==> src/rtl/alu8f_pkg.sv <==
// ----------------------------------------------------------------------------
// alu8f_pkg
// Shared types and constants for the 8-bit ALU with flags.
// ----------------------------------------------------------------------------
package alu8f_pkg;

    typedef enum logic [4:0] {
        OP_ADD  = 5'd0,
        OP_ADC  = 5'd1,
        OP_SUB  = 5'd2,
        OP_SBC  = 5'd3,
        OP_AND  = 5'd4,
        OP_XOR  = 5'd5,
        OP_OR   = 5'd6,
        OP_CP   = 5'd7,
        OP_INC  = 5'd8,
        OP_DEC  = 5'd9,
        OP_RLC  = 5'd10,
        OP_RRC  = 5'd11,
        OP_RL   = 5'd12,
        OP_RR   = 5'd13,
        OP_RLCA = 5'd14,
        OP_RRCA = 5'd15,
        OP_RLA  = 5'd16,
        OP_RRA  = 5'd17,
        OP_SLA  = 5'd18,
        OP_SRA  = 5'd19,
        OP_SWAP = 5'd20,
        OP_SRL  = 5'd21,
        OP_BIT  = 5'd22,
        OP_RES  = 5'd23,
        OP_SET  = 5'd24,
        OP_DAA  = 5'd25,
        OP_CPL  = 5'd26,
        OP_SCF  = 5'd27,
        OP_CCF  = 5'd28,
        OP_NOP  = 5'd29
    } t_op;

    localparam logic [4:0] OP_LAST_CODE = 5'd28;

    localparam logic [7:0] DAA_HI_ADJ  = 8'h60;
    localparam logic [7:0] DAA_LO_ADJ  = 8'h06;
    localparam logic [7:0] DAA_HI_MAX  = 8'h99;
    localparam logic [3:0] DAA_LO_MAX  = 4'h9;

    typedef struct packed {
        logic z;
        logic n;
        logic h;
        logic c;
    } t_flags;

    typedef struct packed {
        t_op        op;
        logic [7:0] a;
        logic [7:0] b;
        logic [2:0] bi;
        t_flags     f;
    } t_item;

    typedef struct packed {
        logic [7:0] result;
        logic       wr;
        t_flags     f;
    } t_result;

    typedef struct packed {
        logic full;
        logic empty;
    } t_q_status;

endpackage

==> src/rtl/cpu_8bit_alu_with_flags_unit.sv <==
// ----------------------------------------------------------------------------
// cpu_8bit_alu_with_flags_unit
// 8-bit ALU with Z/N/H/C flags: arithmetic, logic, rotates, shifts, swap, bit ops, daa and cpl/scf/ccf.
// ----------------------------------------------------------------------------
// One transaction in, one transaction out. A transaction is taken every cycle
// while o_stall is low. An accepted transaction is registered in the two-entry
// queue, then passes through the execute stage into the output register. The
// input stalls only when the queue holds two transactions, which happens only
// while the output is stalled. Codes 29 to 31 return operand_a with no
// write-back and all flags unchanged.
module cpu_8bit_alu_with_flags_unit (
    input  logic       i_clk,
    input  logic       i_rst_n,
    input  logic       i_valid,
    output logic       o_stall,
    input  logic [4:0] i_req_type,
    input  logic [7:0] i_operand_a,
    input  logic [7:0] i_operand_b,
    input  logic [2:0] i_bit_index,
    input  logic       i_zero_in,
    input  logic       i_subtract_in,
    input  logic       i_half_in,
    input  logic       i_carry_in,
    output logic       o_valid,
    input  logic       i_stall,
    output logic [7:0] o_result,
    output logic       o_write_result,
    output logic       o_zero_out,
    output logic       o_subtract_out,
    output logic       o_half_out,
    output logic       o_carry_out
);

    logic                   push;
    logic                   pop;
    alu8f_pkg::t_item       item;
    alu8f_pkg::t_item       head;
    alu8f_pkg::t_q_status   q_status;
    alu8f_pkg::t_result     res;

    alu8f_front u_front (
        .i_valid       (i_valid),
        .i_req_type    (i_req_type),
        .i_operand_a   (i_operand_a),
        .i_operand_b   (i_operand_b),
        .i_bit_index   (i_bit_index),
        .i_zero_in     (i_zero_in),
        .i_subtract_in (i_subtract_in),
        .i_half_in     (i_half_in),
        .i_carry_in    (i_carry_in),
        .i_q_full      (q_status.full),
        .o_stall       (o_stall),
        .o_push        (push),
        .o_item        (item)
    );

    alu8f_queue u_queue (
        .i_clk    (i_clk),
        .i_rst_n  (i_rst_n),
        .i_push   (push),
        .i_item   (item),
        .i_pop    (pop),
        .o_head   (head),
        .o_status (q_status)
    );

    alu8f_exec u_exec (
        .i_clk        (i_clk),
        .i_rst_n      (i_rst_n),
        .i_head_valid (~q_status.empty),
        .i_head       (head),
        .i_stall      (i_stall),
        .o_pop        (pop),
        .o_valid      (o_valid),
        .o_res        (res)
    );

    assign o_result       = res.result;
    assign o_write_result = res.wr;
    assign o_zero_out     = res.f.z;
    assign o_subtract_out = res.f.n;
    assign o_half_out     = res.f.h;
    assign o_carry_out    = res.f.c;

    a_reset_clears: assert property (@(posedge i_clk)
        !i_rst_n |=> (!o_valid && !o_stall))
        else $error("pipeline not empty after reset");

    a_full_means_output_held: assert property (@(posedge i_clk) disable iff (!i_rst_n)
        q_status.full |-> o_valid)
        else $error("queue full with empty output register");

    a_accept_not_lost: assert property (@(posedge i_clk) disable iff (!i_rst_n)
        (i_valid && !o_stall) |=> (o_valid || !q_status.empty))
        else $error("accepted transaction vanished");

    a_full_not_empty: assert property (@(posedge i_clk) disable iff (!i_rst_n)
        !(q_status.full && q_status.empty))
        else $error("queue status inconsistent");

endmodule

==> src/rtl/alu8f_front.sv <==
// ----------------------------------------------------------------------------
// alu8f_front
// Input side: decodes the operation code and packs the transaction for the queue.
// ----------------------------------------------------------------------------
module alu8f_front (
    input  logic                 i_valid,
    input  logic [4:0]           i_req_type,
    input  logic [7:0]           i_operand_a,
    input  logic [7:0]           i_operand_b,
    input  logic [2:0]           i_bit_index,
    input  logic                 i_zero_in,
    input  logic                 i_subtract_in,
    input  logic                 i_half_in,
    input  logic                 i_carry_in,
    input  logic                 i_q_full,
    output logic                 o_stall,
    output logic                 o_push,
    output alu8f_pkg::t_item     o_item
);

    alu8f_pkg::t_op op;

    always_comb begin
        if (i_req_type <= alu8f_pkg::OP_LAST_CODE) begin
            op = alu8f_pkg::t_op'(i_req_type);
        end else begin
            op = alu8f_pkg::OP_NOP;
        end
    end

    always_comb begin
        o_item.op  = op;
        o_item.a   = i_operand_a;
        o_item.b   = i_operand_b;
        o_item.bi  = i_bit_index;
        o_item.f.z = i_zero_in;
        o_item.f.n = i_subtract_in;
        o_item.f.h = i_half_in;
        o_item.f.c = i_carry_in;
    end

    assign o_stall = i_q_full;
    assign o_push  = i_valid & ~i_q_full;

endmodule

==> src/rtl/alu8f_queue.sv <==
// ----------------------------------------------------------------------------
// alu8f_queue
// Two-entry queue between the decode side and the execute side.
// ----------------------------------------------------------------------------
module alu8f_queue (
    input  logic                   i_clk,
    input  logic                   i_rst_n,
    input  logic                   i_push,
    input  alu8f_pkg::t_item       i_item,
    input  logic                   i_pop,
    output alu8f_pkg::t_item       o_head,
    output alu8f_pkg::t_q_status   o_status
);

    alu8f_pkg::t_item r_mem [2];
    logic       r_wptr, n_wptr;
    logic       r_rptr, n_rptr;
    logic [1:0] r_count, n_count;

    always_comb begin
        n_wptr  = r_wptr ^ i_push;
        n_rptr  = r_rptr ^ i_pop;
        n_count = r_count + {1'b0, i_push} - {1'b0, i_pop};
    end

    always_ff @(posedge i_clk) begin
        if (!i_rst_n) begin
            r_wptr  <= 1'b0;
            r_rptr  <= 1'b0;
            r_count <= 2'd0;
        end else begin
            r_wptr  <= n_wptr;
            r_rptr  <= n_rptr;
            r_count <= n_count;
        end
    end

    always_ff @(posedge i_clk) begin
        if (i_push) begin
            r_mem[r_wptr] <= i_item;
        end
    end

    assign o_head         = r_mem[r_rptr];
    assign o_status.full  = r_count[1];
    assign o_status.empty = (r_count == 2'd0);

endmodule

==> src/rtl/alu8f_exec.sv <==
// ----------------------------------------------------------------------------
// alu8f_exec
// Execute side: computes result and flags, holds them in the output register.
// ----------------------------------------------------------------------------
module alu8f_exec (
    input  logic                 i_clk,
    input  logic                 i_rst_n,
    input  logic                 i_head_valid,
    input  alu8f_pkg::t_item     i_head,
    input  logic                 i_stall,
    output logic                 o_pop,
    output logic                 o_valid,
    output alu8f_pkg::t_result   o_res
);

    logic               r_valid;
    alu8f_pkg::t_result r_res;
    alu8f_pkg::t_result n_res;

    logic [7:0] a;
    logic [7:0] b;
    logic       ci;
    logic [8:0] sum9;
    logic [4:0] hsum;
    logic [8:0] dif9;
    logic [4:0] hdif;
    logic [7:0] mask;
    logic       daa_hi;
    logic       daa_lo;
    logic [7:0] daa_add;
    logic [7:0] daa_sub;
    logic       zres;

    assign a  = i_head.a;
    assign b  = i_head.b;
    assign ci = ((i_head.op == alu8f_pkg::OP_ADC) || (i_head.op == alu8f_pkg::OP_SBC))
                ? i_head.f.c : 1'b0;

    assign sum9 = {1'b0, a} + {1'b0, b} + {8'd0, ci};
    assign hsum = {1'b0, a[3:0]} + {1'b0, b[3:0]} + {4'd0, ci};
    assign dif9 = {1'b0, a} - {1'b0, b} - {8'd0, ci};
    assign hdif = {1'b0, a[3:0]} - {1'b0, b[3:0]} - {4'd0, ci};
    assign mask = 8'd1 << i_head.bi;

    assign daa_hi  = i_head.f.c | (a > alu8f_pkg::DAA_HI_MAX);
    assign daa_lo  = i_head.f.h | (a[3:0] > alu8f_pkg::DAA_LO_MAX);
    assign daa_add = a + (daa_hi ? alu8f_pkg::DAA_HI_ADJ : 8'd0)
                       + (daa_lo ? alu8f_pkg::DAA_LO_ADJ : 8'd0);
    assign daa_sub = a - (i_head.f.c ? alu8f_pkg::DAA_HI_ADJ : 8'd0)
                       - (i_head.f.h ? alu8f_pkg::DAA_LO_ADJ : 8'd0);

    always_comb begin
        n_res.result = a;
        n_res.wr     = 1'b1;
        n_res.f      = i_head.f;
        zres         = 1'b1;
        unique case (i_head.op)
            alu8f_pkg::OP_ADD, alu8f_pkg::OP_ADC: begin
                n_res.result = sum9[7:0];
                n_res.f.n    = 1'b0;
                n_res.f.h    = hsum[4];
                n_res.f.c    = sum9[8];
            end
            alu8f_pkg::OP_SUB, alu8f_pkg::OP_SBC, alu8f_pkg::OP_CP: begin
                n_res.result = dif9[7:0];
                n_res.f.n    = 1'b1;
                n_res.f.h    = hdif[4];
                n_res.f.c    = dif9[8];
                n_res.wr     = (i_head.op != alu8f_pkg::OP_CP);
            end
            alu8f_pkg::OP_AND: begin
                n_res.result = a & b;
                n_res.f.n    = 1'b0;
                n_res.f.h    = 1'b1;
                n_res.f.c    = 1'b0;
            end
            alu8f_pkg::OP_XOR: begin
                n_res.result = a ^ b;
                n_res.f.n    = 1'b0;
                n_res.f.h    = 1'b0;
                n_res.f.c    = 1'b0;
            end
            alu8f_pkg::OP_OR: begin
                n_res.result = a | b;
                n_res.f.n    = 1'b0;
                n_res.f.h    = 1'b0;
                n_res.f.c    = 1'b0;
            end
            alu8f_pkg::OP_INC: begin
                n_res.result = a + 8'd1;
                n_res.f.n    = 1'b0;
                n_res.f.h    = (a[3:0] == 4'hF);
            end
            alu8f_pkg::OP_DEC: begin
                n_res.result = a - 8'd1;
                n_res.f.n    = 1'b1;
                n_res.f.h    = (a[3:0] == 4'h0);
            end
            alu8f_pkg::OP_RLC, alu8f_pkg::OP_RLCA: begin
                n_res.result = {a[6:0], a[7]};
                n_res.f.n    = 1'b0;
                n_res.f.h    = 1'b0;
                n_res.f.c    = a[7];
            end
            alu8f_pkg::OP_RRC, alu8f_pkg::OP_RRCA: begin
                n_res.result = {a[0], a[7:1]};
                n_res.f.n    = 1'b0;
                n_res.f.h    = 1'b0;
                n_res.f.c    = a[0];
            end
            alu8f_pkg::OP_RL, alu8f_pkg::OP_RLA: begin
                n_res.result = {a[6:0], i_head.f.c};
                n_res.f.n    = 1'b0;
                n_res.f.h    = 1'b0;
                n_res.f.c    = a[7];
            end
            alu8f_pkg::OP_RR, alu8f_pkg::OP_RRA: begin
                n_res.result = {i_head.f.c, a[7:1]};
                n_res.f.n    = 1'b0;
                n_res.f.h    = 1'b0;
                n_res.f.c    = a[0];
            end
            alu8f_pkg::OP_SLA: begin
                n_res.result = {a[6:0], 1'b0};
                n_res.f.n    = 1'b0;
                n_res.f.h    = 1'b0;
                n_res.f.c    = a[7];
            end
            alu8f_pkg::OP_SRA: begin
                n_res.result = {a[7], a[7:1]};
                n_res.f.n    = 1'b0;
                n_res.f.h    = 1'b0;
                n_res.f.c    = a[0];
            end
            alu8f_pkg::OP_SWAP: begin
                n_res.result = {a[3:0], a[7:4]};
                n_res.f.n    = 1'b0;
                n_res.f.h    = 1'b0;
                n_res.f.c    = 1'b0;
            end
            alu8f_pkg::OP_SRL: begin
                n_res.result = {1'b0, a[7:1]};
                n_res.f.n    = 1'b0;
                n_res.f.h    = 1'b0;
                n_res.f.c    = a[0];
            end
            alu8f_pkg::OP_BIT: begin
                n_res.f.z = ~a[i_head.bi];
                n_res.f.n = 1'b0;
                n_res.f.h = 1'b1;
                n_res.wr  = 1'b0;
                zres      = 1'b0;
            end
            alu8f_pkg::OP_RES: begin
                n_res.result = a & ~mask;
                zres         = 1'b0;
            end
            alu8f_pkg::OP_SET: begin
                n_res.result = a | mask;
                zres         = 1'b0;
            end
            alu8f_pkg::OP_DAA: begin
                if (i_head.f.n) begin
                    n_res.result = daa_sub;
                end else begin
                    n_res.result = daa_add;
                    n_res.f.c    = daa_hi;
                end
                n_res.f.h = 1'b0;
            end
            alu8f_pkg::OP_CPL: begin
                n_res.result = ~a;
                n_res.f.n    = 1'b1;
                n_res.f.h    = 1'b1;
                zres         = 1'b0;
            end
            alu8f_pkg::OP_SCF: begin
                n_res.f.c = 1'b1;
                n_res.f.n = 1'b0;
                n_res.f.h = 1'b0;
                n_res.wr  = 1'b0;
                zres      = 1'b0;
            end
            alu8f_pkg::OP_CCF: begin
                n_res.f.c = ~i_head.f.c;
                n_res.f.n = 1'b0;
                n_res.f.h = 1'b0;
                n_res.wr  = 1'b0;
                zres      = 1'b0;
            end
            default: begin
                n_res.wr = 1'b0;
                zres     = 1'b0;
            end
        endcase
        if (zres) begin
            n_res.f.z = (n_res.result == 8'd0);
        end
        // accumulator rotates always clear Z
        if ((i_head.op == alu8f_pkg::OP_RLCA) || (i_head.op == alu8f_pkg::OP_RRCA) ||
            (i_head.op == alu8f_pkg::OP_RLA)  || (i_head.op == alu8f_pkg::OP_RRA)) begin
            n_res.f.z = 1'b0;
        end
    end

    assign o_pop = i_head_valid & (~r_valid | ~i_stall);

    always_ff @(posedge i_clk) begin
        if (!i_rst_n) begin
            r_valid <= 1'b0;
        end else if (~r_valid | ~i_stall) begin
            r_valid <= i_head_valid;
        end
    end

    always_ff @(posedge i_clk) begin
        if (o_pop) begin
            r_res <= n_res;
        end
    end

    assign o_valid = r_valid;
    assign o_res   = r_res;

endmodule

==> config.mk <==
export PLATFORM = sky130hd
export DESIGN_NAME = cpu_8bit_alu_with_flags_unit
export DESIGN_NICKNAME = d
export VERILOG_FILES = /design/src/rtl/alu8f_pkg.sv /design/src/rtl/cpu_8bit_alu_with_flags_unit.sv /design/src/rtl/alu8f_front.sv /design/src/rtl/alu8f_queue.sv /design/src/rtl/alu8f_exec.sv
export SDC_FILE = /design/constraint.sdc
export NUM_CORES = 1
export LEC_CHECK = 0
export BUFFER_PORTS_ARGS = -buffer_cell sky130_fd_sc_hd__buf_2
export CORE_MARGIN = 2
export CORE_UTILIZATION = 55
export DETAILED_ROUTE_END_ITERATION = 6
export PLACE_DENSITY_LB_ADDON = 0.05
export SETUP_SLACK_MARGIN = 0.2
export SKIP_CTS_REPAIR_TIMING = 1
export SLEW_MARGIN = 20
export SYNTH_ARGS = -nofsm -noshare
export SYNTH_HDL_FRONTEND = slang
export SYNTH_SLANG_ARGS = --single-unit
==> constraint.sdc <==
create_clock -name i_clk -period 4.5 [get_ports i_clk]
set_input_delay 0.675 -clock i_clk [delete_from_list [all_inputs] [get_ports i_clk]]
set_output_delay 0.675 -clock i_clk [all_outputs]
set_load 0.1 [all_outputs]
## Word-level counts from Yosys, hierarchy flattened

Memories as Yosys holds them, arrays and structs flattened. A register that Yosys moved wholly into a read port is not among the register bits.
Index checks and enable logic that the tools add are counted.

- $add $sub $neg: 16
- $lt $le $gt $ge: 4
- Equal/unequal tests: 30
- Shifts and indexed selects: 1
- Multiplexer cells: 21
- Bitwise gates (word level): 20
- Reduce and logical (&&, ||, !) cells: 23

Operators by type and width:

| operator | count |
|---|---|
| one-hot mux 8 bit (19 select lines) | 1 |
| equality test 5 bit (second input constant) | 13 |
| OR reduction 23 bit | 2 |
| equality test 5 x 4 -> 1 bit (second input constant) | 8 |
| OR reduction 21 bit | 1 |
| equality test 5 x 3 -> 1 bit (second input constant) | 4 |
| OR reduction 17 bit | 1 |
| adder 8 bit | 2 |
| bitwise AND 8 bit | 2 |
| inverter 8 bit | 2 |
| bitwise OR 8 bit | 2 |
| subtractor 8 bit | 2 |
| two-way mux 7 bit | 2 |
| equality test 5 x 2 -> 1 bit (second input constant) | 2 |
| OR reduction 2 bit | 5 |
| OR reduction 5 bit | 2 |
| adder 8 x 8 -> 9 bit | 1 |
| adder 9 x 1 -> 9 bit | 1 |
| two-way mux 1 bit | 9 |
| subtractor 8 x 8 -> 9 bit | 1 |
| subtractor 9 x 1 -> 9 bit | 1 |
| adder 8 x 1 -> 8 bit (second input constant) | 1 |
| > comparator 8 bit (second input constant) | 1 |
| zero test 8 bit | 1 |
| other kinds (33) | 48 |

- Register bits after elaboration: 18
- Memory bits (writable): 56
- Input port bits: 32
- Output and inout bits: 15
- Word-level logic and storage cells: 126
- Memories: 1

Memories:

| name | words | width | rd ports | clocked after memory_dff | write ports | line | source |
|---|---|---|---|---|---|---|---|
| u_queue.r_mem | 2 | 28 | 1 | 1 | 1 | alu8f_queue.sv:15 | `alu8f_pkg::t_item r_mem [2];` |

## Depth between registers and ports, before layout

- Word-level depth: 9
- Mapped depth: 19
- Depth with buffers taken out: 15

## Cells and area by module

Synthesis repeated with hierarchy kept, for this count alone.

- Cell total of the unflattened synthesis: 682
- Area, all modules: 6706.4 um^2

Modules (own cells, without submodules):

| module | instances | cells each | area an instance (um^2) | sequential area each (um^2) |
|---|---|---|---|---|
| alu8f_exec | 1 | 542 | 4126.5 | 410.4 |
| alu8f_queue | 1 | 108 | 2358.5 | 1781.7 |
| alu8f_front | 1 | 31 | 217.7 | 0.0 |
| cpu_8bit_alu_with_flags_unit | 1 | 1 | 3.8 | 0.0 |

## Least setup slack after synthesis

Ideal clock, no wire load.

- Path type: reg2reg
- Start point: register with a tool-made name
- End point: register u_exec.r_res, in the netlist u_exec.o_res[3] (data pin)
- Setup time: 0.180 ns
- Arrival time: 4.340 ns
- Required time: 4.320 ns
- Path slack: -0.020 ns
- Cell stages (with the launch flop): 20
- Path buffers: 6
- Clock period less this slack: 4.520 ns
- Cells stage by stage: dfxtp_1 -> buf_6 -> buf_6 -> buf_6 -> buf_2 -> buf_4 -> buf_2 -> mux2i_1 -> inv_1 -> ha_1 -> inv_1 -> ha_1 -> a21boi_0 -> o21a_1 -> a2111oi_0 -> a2111oi_0 -> o2111ai_1 -> a221o_1 -> or4b_1 -> o41ai_2

RTL lines:

| element | line | source |
|---|---|---|
| end signal, assigned | alu8f_exec.sv:218 | `r_res <= n_res;` |
| end, declared | alu8f_exec.sv:17 | `alu8f_pkg::t_result r_res;` |

==> metrics <==
largest net degree at the start of global routing=44; Cell Area, Placed=between 6000 and 7000 sq um; relative slew slack=22.07%; fillers=between 900 and 1000; Placer Congestion=approximately 1.0; Starting Density=between 50% and 60%; post-DP HPWL=approximately 16000 microns; clk buf depth=2; Clock Latency Late Sink=roughly 350 ps; Antenna Cells=0; worst-path fanout max=2; synth warn=0; GR Overflow Total=0; HP Start=u_exec.o_valid$_SDFFE_PN0N_; first-pass GRT wire length=~32000 microns; Seq cells post-synth=75; initial antenna violation count=0; Core Area=about 11000 sq um; Post-Syn Nets=around 740; drt total wl=21510 microns; GR peak layer=met2; clock-pin slew on the worst setup and hold paths=about 70 ps; hold path cells=2; Gate Count Post-Synth=between 600 and 700; Peak Freq=around 0.23 GHz; # H-tree levels=3; DRC viols=0; Internal=around 2.9 mW; clock skew=around 15 ps; area grow syn2layout=16.49%; CTS tree=done; EDFF count, synth=between 60 and 70; min-delay worst type=flip-flop to flip-flop; Power Dens Cells=between 700 and 800 nW/um^2; Post-Syn Area=6381 sq um; vias in the first global route=~5800; drt first-iter violations=906; vias per cell=between 7 and 8; Combinational Power Share=70.1%; crit path DAT=roughly 4500 ps; slew of the pin with the lowest slew margin=1157 ps; ANT nets after route=0; minimum clock period=4336 ps; Slew Limit Fails=0; port bufs=46; Worst Setup End Kind=flip-flop; WP data required=roughly 4700 ps; GR Util All Layers=33.63%; Die Ht=around 110 microns; Root Buffer=clkbuf_16; Hold Vio Cnt, Final=0; post-route cell area=~7400 sq um; DIE AREA=around 12000 sq um; asr flop ratio synth=0%; DR vias=between 6000 and 7000; Die W=~110 microns; period utilization=between 90 and 100%; per-cell routed wire length=24.49 microns; RSZ-0062 raised after global routing=true; M3 GR Usage=a little under a tenth; clk sink count=75; Worst Setup SP=u_queue.r_mem[1][25]$_DFFE_PP_; number of CTS-inserted buffers=9; IO Count=47; Syn Area/Cell=approximately 9.7 sq um; net load switching power=between 3 and 4 mW; smallest hold slack=just under 500 ps; Setup CP Type=flip-flop to flip-flop; DRT Pass-1 Iters=7; worst reg2reg path depth=16; status=finished, final reports clean; startpoint types=flip-flop; Clk pwr share=a little under an eighth; final net count=between 800 and 900; post-synthesis sequential area ratio=about a third; met2 Resource Use GR=about 50%; share of power burned in registers=about 18%; Final setup viols=0; layout cells sized above 1=21.09%; count of unique library cells instantiated by Yosys=78; Max IR drop VDD=0.7373 mV; FP Rows=39; GR Util met1=a little under half; Switching Fraction=between 50% and 60%; max-cap violation count=0; Critical R2R Launch=u_queue.r_mem[1][25]$_DFFE_PP_; ys flop type=edfxtp_1; leak pwr=about 2.9 nW; setup TNS=0 ps
[worst max-delay path, cell delays in order, from the launching register on]
cell	delay, ps
edfxtp_1	430
nor4b_4	300
nor2_1	90
or3_4	410
inv_2	70
fa_2	210
inv_2	40
fa_2	420
nor3_4	180
a211o_1	160
o21ai_2	80
a2111oi_4	380
buf_4	170
o2111ai_2	80
a221o_1	300
or4b_4	500
o41ai_4	300
[power groups by stage]
stage | clock, mW | sequential [mW] | combinational [mW]
5_1_grt | 0.740 | 1.08 | 4.37
4_1_cts | 0.716 | 1.05 | 3.87
2_1_floorplan | 0 | 1.55 | 2.34
3_5_place_dp | 0 | 1.07 | 3.85
3_3_place_gp | 0 | 1.06 | 3.81
6_report | 0.709 | 1.06 | 4.16
[worst paths after layout]
path / to / slack [ps]
worst min-delay path: u_exec.o_valid$_SDFFE_PN0N_ / 480
worst max-delay path: u_exec.o_res[3]$_SDFFCE_PP0P_ / 160
worst min register to register: u_exec.o_valid$_SDFFE_PN0N_ / 480
worst max register to register: u_exec.o_res[3]$_SDFFCE_PP0P_ / 160
[state kept, by name, summed over array words and instances (netlist names), named ones only]
signal / count
u_queue.r_mem: 56
u_exec.o_res: 13
u_queue.r_count: 2
u_exec.o_valid: 1
u_queue.r_rptr: 1
u_queue.r_wptr: 1
[cell type report]
class | count | area [sq um] | share of cell area, %
Clock buffer | 13 | 271.5 | 3.653
Clock inverter | 3 | 21.27 | 0.2861
Inverter | 44 | 165.2 | 2.222
Multi-Input combinational cell | 510 | 3994 | 53.73
Sequential cell | 75 | 2196 | 29.54
Tap cell | 143 | 178.9 | 2.407
Timing Repair Buffer | 90 | 606.8 | 8.164
[logic make-up after synthesis]
logic type | count (synthesis) | synth area share [%]
adders and majority gates | 48 | 10.12
muxes | 43 | 7.510
buffers and inverters | 72 | 5.039
AOI/OAI and AO/OA | 209 | 22.90
xor gates and xnor gates | 23 | 3.157
DFF | 75 | 34.35
and+or+nand+nor | 187 | 16.92
[placed cells by master (no fill, tap or decap), drive strengths merged, types with 14 or more instances in the layout]
cell and n:
buf 89, edfxtp 69, nor2 45, ha 42, inv 40, a21oi 35, o21ai 34, nand2 30
mux2i 30, o22ai 23, xnor2 18, clkbuf 14
[metal layers]
metal,wire length [microns],up-vias
met2,9359,428
li1,-,2738
met3,2308,106
met4,1222,0
met1,8615,2901
met5,0,-
[stage by stage]
stage	std cells	worst slack, ps	utilization [%]	total power [mW]
2_1_floorplan	657	224.4	-	3.894
3_3_place_gp	858	192.1	61.33	4.866
3_5_place_dp	858	-71.75	61.33	4.912
4_1_cts	874	-75.37	63.90	5.634
5_1_grt	878	23.42	65.38	6.189
6_report	878	164.3	65.38	5.933
[synthesized netlist by cell type (6+ instances only)]
library cell / count / area (sq um)
a2111oi_0: 10 / 87.58
a211oi_1: 12 / 90.09
a21oi_1: 34 / 170.2
a31oi_1: 11 / 68.82
a32oi_1: 6 / 52.55
and2_1: 7 / 43.79
clkbuf_1: 16 / 60.06
dfxtp_1: 6 / 120.1
edfxtp_1: 69 / 2072
fa_1: 6 / 120.1
ha_1: 42 / 525.5
inv_1: 40 / 150.1
mux2_2: 13 / 146.4
mux2i_1: 26 / 260.3
nand2_1: 30 / 112.6
nand2b_1: 7 / 43.79
nand3_1: 7 / 35.03
nand4_1: 10 / 62.56
nor2_1: 45 / 168.9
nor3_1: 10 / 50.05
nor3b_1: 10 / 75.07
nor4_1: 6 / 37.54
nor4b_1: 9 / 78.83
nor4bb_1: 6 / 60.06
o2111ai_1: 7 / 61.31
o211ai_1: 10 / 75.07
o21ai_0: 33 / 165.2
o21bai_1: 6 / 45.04
o221ai_1: 9 / 78.83
o22ai_1: 22 / 137.6
or2_2: 6 / 37.54
xnor2_1: 18 / 157.7
Note: power is estimated with default switching activity, not from simulation.
